$ cat config.mk
export PLATFORM = sky130hd
export DESIGN_NAME = aes_key_sched
export DESIGN_NICKNAME = d
export VERILOG_FILES = /design/src/sv/aes_pkg.sv /design/src/sv/aes_key_sched.sv
export SDC_FILE = /design/constraint.sdc
export NUM_CORES = 2
export LEC_CHECK = 0
export BUFFER_PORTS_ARGS = -buffer_cell sky130_fd_sc_hd__buf_2
export CAP_MARGIN = 5
export CELL_PAD_IN_SITES_DETAIL_PLACEMENT = 1
export CELL_PAD_IN_SITES_GLOBAL_PLACEMENT = 2
export CORE_UTILIZATION = 50
export CTS_CLUSTER_DIAMETER = 200
export DETAILED_ROUTE_END_ITERATION = 10
export PLACE_DENSITY_LB_ADDON = 0.1
export SLEW_MARGIN = 10
export SYNTH_ARGS = -nofsm -noshare
export SYNTH_HDL_FRONTEND = slang
export SYNTH_SLANG_ARGS = --single-unit
$ cat constraint.sdc
create_clock -name clock -period 26.5 [get_ports clock]
set_clock_uncertainty 0.1 [all_clocks]
set_input_delay 3.975 -clock clock [delete_from_list [all_inputs] [get_ports clock]]
set_output_delay 3.975 -clock clock [all_outputs]
set_load 0.05 [all_outputs]
$ cat src/sv/aes_pkg.sv
`default_nettype none
// ----------------------------------------------------------------------------
// aes_pkg
// Shared types, substitution tables and field arithmetic for the AES core.
// ----------------------------------------------------------------------------
package aes_pkg;

   // Key size codes of the key_size register.
   localparam logic [1:0] KEY_SIZE_128 = 2'd0;
   localparam logic [1:0] KEY_SIZE_192 = 2'd1;

   // Register indexes of the configuration port.
   localparam logic [2:0] REG_KEY_SIZE = 3'd0;
   localparam logic [2:0] REG_KEY_W0   = 3'd1;
   localparam logic [2:0] REG_KEY_W1   = 3'd2;
   localparam logic [2:0] REG_KEY_W2   = 3'd3;
   localparam logic [2:0] REG_KEY_W3   = 3'd4;

   // Request direction codes.
   localparam logic OP_ENCRYPT = 1'b0;
   localparam logic OP_DECRYPT = 1'b1;

   // Round-key store geometry: one row of four words per round.
   localparam int KEY_ROWS = 15;

   typedef struct packed {
      logic        req_type;
      logic [63:0] block_hi;
      logic [63:0] block_lo;
   } aes_req_type;

   typedef struct packed {
      logic [63:0] out_hi;
      logic [63:0] out_lo;
   } aes_rsp_type;

   // Status of the key schedule unit toward the sequencer.
   typedef struct packed {
      logic busy;
      logic done;
   } aes_ks_status_type;

   // Forward S-box, entry 0 in the most significant byte.
   localparam logic [2047:0] SBOX_FWD = {
      128'h637c777bf26b6fc53001672bfed7ab76, 128'hca82c97dfa5947f0add4a2af9ca472c0,
      128'hb7fd9326363ff7cc34a5e5f171d83115, 128'h04c723c31896059a071280e2eb27b275,
      128'h09832c1a1b6e5aa0523bd6b329e32f84, 128'h53d100ed20fcb15b6acbbe394a4c58cf,
      128'hd0efaafb434d338545f9027f503c9fa8, 128'h51a3408f929d38f5bcb6da2110fff3d2,
      128'hcd0c13ec5f974417c4a77e3d645d1973, 128'h60814fdc222a908846eeb814de5e0bdb,
      128'he0323a0a4906245cc2d3ac629195e479, 128'he7c8376d8dd54ea96c56f4ea657aae08,
      128'hba78252e1ca6b4c6e8dd741f4bbd8b8a, 128'h703eb5664803f60e613557b986c11d9e,
      128'he1f8981169d98e949b1e87e9ce5528df, 128'h8ca1890dbfe6426841992d0fb054bb16};

   // Inverse S-box, entry 0 in the most significant byte.
   localparam logic [2047:0] SBOX_INV = {
      128'h52096ad53036a538bf40a39e81f3d7fb, 128'h7ce339829b2fff87348e4344c4dee9cb,
      128'h547b9432a6c2233dee4c950b42fac34e, 128'h082ea16628d924b2765ba2496d8bd125,
      128'h72f8f66486689816d4a45ccc5d65b692, 128'h6c704850fdedb9da5e154657a78d9d84,
      128'h90d8ab008cbcd30af7e45805b8b34506, 128'hd02c1e8fca3f0f02c1afbd0301138a6b,
      128'h3a9111414f67dcea97f2cfcef0b4e673, 128'h96ac7422e7ad3585e2f937e81c75df6e,
      128'h47f11a711d29c5896fb7620eaa18be1b, 128'hfc563e4bc6d279209adbc0fe78cd5af4,
      128'h1fdda8338807c731b11210592780ec5f, 128'h60517fa919b54a0d2de57a9f93c99cef,
      128'ha0e03b4dae2af5b0c8ebbb3c83539961, 128'h172b047eba77d626e169146355210c7d};

   function automatic logic [7:0] sbox_fwd(input logic [7:0] x);
      return SBOX_FWD[{~x, 3'b000} +: 8];
   endfunction

   function automatic logic [7:0] sbox_inv(input logic [7:0] x);
      return SBOX_INV[{~x, 3'b000} +: 8];
   endfunction

   // Multiplication by two in GF(2^8) modulo x^8 + x^4 + x^3 + x + 1.
   function automatic logic [7:0] xtime(input logic [7:0] a);
      return {a[6:0], 1'b0} ^ (a[7] ? 8'h1b : 8'h00);
   endfunction

   function automatic logic [31:0] sub_word(input logic [31:0] w);
      return {sbox_fwd(w[31:24]), sbox_fwd(w[23:16]), sbox_fwd(w[15:8]), sbox_fwd(w[7:0])};
   endfunction

endpackage : aes_pkg
`default_nettype wire

$ cat src/sv/aes_key_sched.sv
`default_nettype none
// ----------------------------------------------------------------------------
// aes_key_sched
// Key expansion, one schedule word per cycle, into the round-key store.
// ----------------------------------------------------------------------------
module aes_key_sched
   import aes_pkg::*;
(
   input  wire logic              clock,
   input  wire logic              reset,
   input  wire logic              start,
   input  wire logic [1:0]        key_size,
   input  wire logic [63:0]       key_words [4],
   input  wire logic [3:0]        rd_row,
   output logic      [127:0]      rd_data,
   output aes_ks_status_type      status
);

   logic              active_ff, active_in;
   logic              done_ff, done_in;
   logic [5:0]        cnt_ff, cnt_in;
   logic [2:0]        mc_ff, mc_in;
   logic [7:0]        rc_ff, rc_in;
   logic [31:0]       win_ff [8];
   logic [127:0]      rd_ff;
   logic [127:0]      mem [KEY_ROWS];

   logic [3:0]        nk;
   logic [5:0]        last_idx;
   logic [63:0]       kw;
   logic [31:0]       tmp;
   logic [31:0]       word;

   // Key length in words and the index of the last schedule word.
   always_comb begin
      unique case (key_size)
         KEY_SIZE_128: begin nk = 4'd4; last_idx = 6'd43; end
         KEY_SIZE_192: begin nk = 4'd6; last_idx = 6'd51; end
         default:      begin nk = 4'd8; last_idx = 6'd59; end
      endcase
   end

   // Next schedule word: copied from the key, or derived from earlier words.
   always_comb begin
      kw   = key_words[cnt_ff[2:1]];
      tmp  = win_ff[0];
      if (mc_ff == 3'd0) begin
         tmp = sub_word({win_ff[0][23:0], win_ff[0][31:24]}) ^ {rc_ff, 24'h000000};
      end else if (nk == 4'd8 && mc_ff == 3'd4) begin
         tmp = sub_word(win_ff[0]);
      end
      if (cnt_ff < {2'b00, nk}) begin
         word = cnt_ff[0] ? kw[31:0] : kw[63:32];
      end else begin
         word = win_ff[nk[2:0] - 3'd1] ^ tmp;
      end
   end

   // Sequencing of the expansion pass.
   always_comb begin
      active_in = active_ff;
      done_in   = 1'b0;
      cnt_in    = cnt_ff;
      mc_in     = mc_ff;
      rc_in     = rc_ff;
      if (start) begin
         active_in = 1'b1;
         cnt_in    = 6'd0;
         mc_in     = 3'd0;
         rc_in     = 8'h01;
      end else if (active_ff) begin
         cnt_in = cnt_ff + 6'd1;
         mc_in  = ({1'b0, mc_ff} == nk - 4'd1) ? 3'd0 : mc_ff + 3'd1;
         if (cnt_ff >= {2'b00, nk} && mc_ff == 3'd0) begin
            rc_in = xtime(rc_ff);
         end
         if (cnt_ff == last_idx) begin
            active_in = 1'b0;
            done_in   = 1'b1;
         end
      end
   end

   always_ff @(posedge clock) begin
      if (reset) begin
         active_ff <= 1'b0;
         done_ff   <= 1'b0;
      end else begin
         active_ff <= active_in;
         done_ff   <= done_in;
      end
      cnt_ff <= cnt_in;
      mc_ff  <= mc_in;
      rc_ff  <= rc_in;
   end

   // Window of the last eight schedule words.
   always_ff @(posedge clock) begin
      if (active_ff) begin
         win_ff[0] <= word;
         for (int k = 1; k < 8; k++) begin
            win_ff[k] <= win_ff[k-1];
         end
      end
   end

   // Round-key store: one word written per cycle, one row read per cycle.
   always_ff @(posedge clock) begin
      if (active_ff) begin
         mem[cnt_ff[5:2]][{~cnt_ff[1:0], 5'b00000} +: 32] <= word;
      end
      rd_ff <= mem[rd_row];
   end

   assign rd_data     = rd_ff;
   assign status.busy = active_ff;
   assign status.done = done_ff;

endmodule : aes_key_sched
`default_nettype wire

# Yosys cells after proc, flatten, opt, wreduce, memory -nomap -nowiden
# Memories as Yosys holds them, arrays and structs flattened. A register that Yosys moved wholly into a read port is not among the register bits.
# Index checks and enable logic that the tools add are counted.
op_classes:
  shifts: 6
  n_addsub: 5
  mux: 18
  n_eq_ne: 5
  bitwise: 10
  order_cmp: 3
  div: 0
  n_reduce_logical: 6
  mul: 0
op_table:
  columns: ["operator", "n"]
  rows:
  - ["$shiftx 2048x12->8 const A", 4]
  - ["$bmux 64 s2", 1]
  - ["$mux 128", 1]
  - ["$mux 32", 4]
  - ["$mux 64", 2]
  - ["$shift 32x9->128 const A", 1]
  - ["$shiftx 32x9->128", 1]
  - ["$xor 32x32->32", 2]
  - ["$not 8->8", 4]
  - ["$pmux 5 s2", 1]
  - ["$neg 7->9", 1]
  - ["$pmux 4 s2", 1]
  - ["$xor 8x5->8", 1]
  - ["$add 6x1->6 const B", 1]
  - ["$eq 6x6->1", 1]
  - ["$ge 6x4->1", 1]
  - ["$lt 6x4->1", 1]
  - ["$mux 1", 6]
  - ["$mux 5", 1]
  - ["$eq 3x4->1", 1]
  - ["$eq 4x4->1 const B", 1]
  - ["$sub 4x1->4 const B", 1]
  - ["$add 3x1->3 const B", 1]
  - ["$eq 3x3->1 const B", 1]
  - ["other kinds (12)", 13]
totals:
  rom_bits: 0
  wordCells: 60
  latch_bits: 0
  memories: 2
  ram_bits: 2176
  output_inout_bits: 130
  in_bits: 265
  reg_bits: 19
mem_list:
  columns: ["name", "words", "width", "read_ports", "rd_clocked_by_memory_dff", "write_ports", "line_no", "text"]
  rows:
  - ["mem", 15, 128, 1, 1, 1, "aes_key_sched.sv:26", "logic [127:0] mem [KEY_ROWS];"]
  - ["win_ff", 8, 32, 8, 0, 8, "aes_key_sched.sv:24", "logic [31:0] win_ff [8];"]

# Longest topological paths before layout
depth:
  depth_word: 9
  ltp_mapped: 15
  depth_no_buf: 11

# Worst setup path after synthesis
# Ideal clock, no wire load.
synth_path:
  kind: "register -> output"
  start: "reg active_ff"
  end: "out status[1] in the netlist's numbering"
  path_stages_with_launch: 2
  setup_slack_ns: 15.649
  arrival_ns: 6.776
  required_ns: 22.425
  n_path_buf: 1
  path_cell_list: "dfxtp_1 > buf_4"
synth_rtl:
  columns: ["element", "line_no", "text"]
  rows:
  - ["from (decl)", "aes_key_sched.sv:19", "logic active_ff, active_in;"]
  - ["from (signal assigned)", "aes_key_sched.sv:89", "active_ff <= active_in;"]
  - ["to (decl)", "aes_key_sched.sv:16", "output aes_ks_status_type status"]
# No word-level cell between the ends.

# Worst setup path in the final report
layout_path:
  start: "in key_size[1]"
  end: "mem mem[7][59] (data pin)"
layout_via:
  elab_chain_len: 9
  word_cells_on_any_way: 13
  classes_between: "add/sub (1); order compare (1); eq/ne (2); shift (1); mux (4); bitwise (1); reduce/logical (2); memory (1)"
layout_rtl:
  columns: ["element", "line_no", "text"]
  rows:
  - ["from (decl)", "aes_key_sched.sv:12", "input wire logic [1:0] key_size,"]
  - ["$eq 2x1->1 or $logic_not 2->1 (tied branches)", "aes_key_sched.sv:36", "unique case (key_size)"]
  - ["$pmux 4 s2 (*)", "aes_key_sched.sv:36", null]
  - ["branches (longest 5 deep; another with $mem_v2 8x32)", null, null]
  - ["$mux 32 (*)", "aes_key_sched.sv:52", "if (cnt_ff < {2'b00, nk}) begin"]
  - ["$shiftx 32x9->128 (*)", "aes_key_sched.sv:110", "mem[cnt_ff[5:2]][{~cnt_ff[1:0], 5'b00000} +: 32] <= word;"]
  - ["to (decl)", "aes_key_sched.sv:26", null]
# Mark *: on every way between the ends.

==> impl_summary.txt <==
----------------------------------------------------
[Route]
  Total Routed Length ... 334000 um
  DRC marker count from the first detailed-route iteration ... 7311
  Average detailed-routed wire length per instance ... 34.2 um
  Number of remaining DRC errors ... 0
  Routed via count ... 64269
  Length of the first detailed-routing pass in iterations ... 6
  Routed vias/inst ... 6.59
  Post-route ant nets ... 0

[Setup path]
  Worst flop-to-flop path endpoint ... mem[7][59]
  Critical Path RT ... 26.97 ns
  R2r startpoint ... win_ff[0][17]
  Critical path class ... in2reg
  Depth of the worst register-to-register path ... 12
  Startpoint kind of the worst setup timing path ... input pin
  Top cell family by delay on the critical path ... simple AND/OR/NAND/NOR gates
  Series of cell instances along the critical path ... buf_2 > ha_1 > nor2b_1 > o21ai_0 > and2_4 > buf_4 > nor2_1 > a32o_1 > a21oi_1 > nand3_1 > nor2_1
  FF-to-FF setup slack ... 19.42 ns
  Worst-path fanout max ... 31
  CP arrival ... 8.30 ns
  Cell occurring most often along the worst timing path ... nor2_1
  Buffer and inverter count on the worst path ... 2
  Delay contributed by the slowest stage of the critical path ... 0.97 ns
  CP max-delay cell ... nor2_1
  Nature of the critical path endpoint ... flip-flop

[Hold path]
  Worst Hold Launch ... win_ff[2][9]
  Type of the worst min-delay path ... reg2reg
  Hold Path End ... win_ff[3][9]
  Number of cells on the worst hold path ... 0

[Pwr]
  Worst IR Drop VDD ... 0.0732 mV
  Leakage Power ... 38.7 nW
  Power consumption ... 0.00883 W
  P per Cell Area ... 76.1 nW/um2

[Clocking]
  Number of sinks on the clock net ... 2323
  Root Buffer ... clkbuf_16
  Number of buffers added to fix hold violations after cts ... 0
  Skew-Pair Late Insertion Delay ... 0.89 ns
  Clock transition at the register clock pins on the worst setup and hold paths after CTS ... 0.06 ns
  Number of setup buffers added after CTS ... 0
  H-tree depth ... 4
  Number of buffers between clock root and the deepest sink ... 3
  Number of cells upsized or downsized after cts ... 0
  Cts bufs inserted ... 230
  CTS tree ... yes

[Global routing]
  Number of global-route vias before repair ... 65373
  Number of antenna violations at the first check in global routing ... 33
  Pin count of the biggest net entering global routing ... 171
  First-pass GRT wire length ... 477000 um
  Global-route usage over all layers ... 31.9%
  Overflow after GRT ... 0

[Final layout]
  Ratio of cells with drive above 1 in the final layout ... 24.5%
  Multi-input gate area in the final layout ... 32700 um2
  Number of fill cells in the layout ... 18717
  Nets@finish ... 7128
  Final cell area excluding filler cells ... 116000 um2
  Reg area ... 68300 um2
  Post-Layout Cell Count ... 9746
  Area growth syn-to-layout ... 12.7%
  Final design utilization ... 56.7%

[Timing]
  Worst Tran Pin Value ... 1.22 ns
  Final Setup Violations ... 0
  Highest clock frequency the design can meet ... 0.128 GHz
  Final Hold Vio Count ... 0
  Sum of negative setup slack ... 0 ns
  Min Clock Period, post-route ... 7.83 ns
  Unrepaired setup endpoints after global routing ... false
  Slew HR ... 18.5%
  Tcrit/Tclk final ... 29.5%
  Number of pins exceeding their max-slew limit in the final report ... 0

[Floorplanning]
  Area of the core ... 205000 um2
  Die extent in x ... 456 um
  Initial Utilization ... 50.3%
  Site row count ... 166
  Overall die area ... 208000 um2
  I/O pins ... 395
  Die Y-Extent ... 456 um

[Logic synthesis]
  Portion of netlist area occupied by mux cells ... 14.8%
  Largest cells by area after synthesis ... edfxtp_1 63%, mux4_2 13%, dfxtp_1 2.9%
  Cell count after synthesis ... 6512
  Number of unique standard cell types used by synthesis ... 110
  Fraction of synthesized cell area taken by the top area cell type ... 63.5%
  Synth async-reset ratio ... 0%
  Post-Synthesis Mean Instance Area ... 15.8 um2
  Cell type with the highest aggregate area in the netlist ... edfxtp_1
  Synthesized area ... 103000 um2
  Main combinational cell family by area after synthesis ... multiplexers
  Yosys warning total ... 0
  Mapped Nets ... 6847
  Xor and xnor area share after synthesis ... 0.281%
  Synthesis-stage register bit count ... 2323
  Synth Area in Simple Gates ... 7.02%
  Count of flip-flops with a built-in enable after synthesis ... 2176
  Compound-cell area share of the yosys netlist ... 8.14%
  Fraction of the mapped netlist area in adder cells ... 0.851%
  Portion of the post-synthesis area used by sequential elements ... 66.3%
  Ys flop type ... edfxtp_1

[Placement]
  Routability congestion estimate ... 0.977
  Placed instance count ... 9249
  Count of input and output buffers ... 394
  Final HPWL DP ... 199000 um
  Cell area reported after detailed placement ... 108000 um2

[Flow run]
  Number of max-cap violations ... 0

[Run status]
  Result of the run ... finished, final reports clean

----------------------------------------------------
==> metal layers <==
metal	share of wire (%)	GRT usage (%)	vias to the layer above
met3	7.6	4.78	619
met5	0.037	0	-
met1	40	43.5	33829
met4	4.2	13.3	16
li1	-	-	26807
met2	49	51.6	2998
==> flip-flops by register name, indices dropped and copies added, names as in the netlist <==
register,flops
win_ff,256
cnt_ff,6
rd_data,128
done_ff,1
rc_ff,8
mc_ff,3
mem,1920
active_ff,1
==> metrics by stage <==
step / setup WS [ns] / hold WS, ns
after detailed placement: 17.87 / 0.305
final: 18.67 / 0.301
after global routing: 18.51 / 0.323
after CTS: 18.82 / 0.301
after global placement: 17.95 / 0.300
after floorplan: 15.65 / 0.300
==> cell usage after synthesis, types with 60 or more instances <==
cell	number
o21ai_0	286
edfxtp_1	2176
buf_1	86
nor3_1	125
o211ai_1	60
nand2_1	408
nand2b_1	109
clkbuf_1	270
buf_2	142
dfxtp_1	147
a211oi_1	77
nand3_1	124
a31oi_1	63
nor2b_1	118
mux4_2	581
ha_1	70
mux2i_1	201
nor2_1	346
a21oi_1	218
==> kinds of logic (layout without fill, tap and decap cells) <==
group	count (synthesis)	in the layout
fa+ha+maj	70	70
other cells	0	56
mux	797	797
xor+xnor	33	33
flops	2323	2323
buf+inv	601	1091
simple gates	1479	1479
compound gates	1209	1209
==> placed cells by master, fill, tap and decap left out, types with 70 or more instances in the layout <==
cell type and n:
a211oi_1 77, a21oi_1 218, buf_2 391, buf_4 184, clkbuf_16 232, dfxtp_1 143
edfxtp_1 2176, ha_1 70, mux2i_1 199, mux4_2 581, nand2_1 406, nand2b_1 109
nand3_1 124, nor2_1 282, nor2b_1 117, nor3_1 116, o21ai_0 286
==> worst max-delay path by stage <==
stage	startpoint	end	slack (ns)	cells after the start
after floorplan	active_ff	status[1]	15.65	1
after global placement	rd_row[0]	rd_data[81]	17.95	8
after detailed placement	key_size[1]	mem[4][59]	17.87	11
after CTS	key_size[1]	mem[4][59]	18.82	11
after global routing	key_size[0]	mem[12][59]	18.51	12
final	key_size[1]	mem[7][59]	18.67	11
==> where the power goes <==
part,switching (W),total [W],internal [W]
Combinational,0.000956,0.00134,0.000387
Clock,0.00142,0.00332,0.00190
Sequential,0.0000347,0.00416,0.00413
==> layout make-up <==
type | count | share of cell area (%)
inverter | 64 | 0.207
timing repair buffer | 586 | 3.05
clock buffer | 311 | 5.50
multi-input combinational | 3588 | 28.2
clock inverter | 130 | 1.22
tap | 2688 | 2.90
sequential | 2323 | 58.8
antenna | 56 | 0.121
Power figures use the tool's default switching activity.
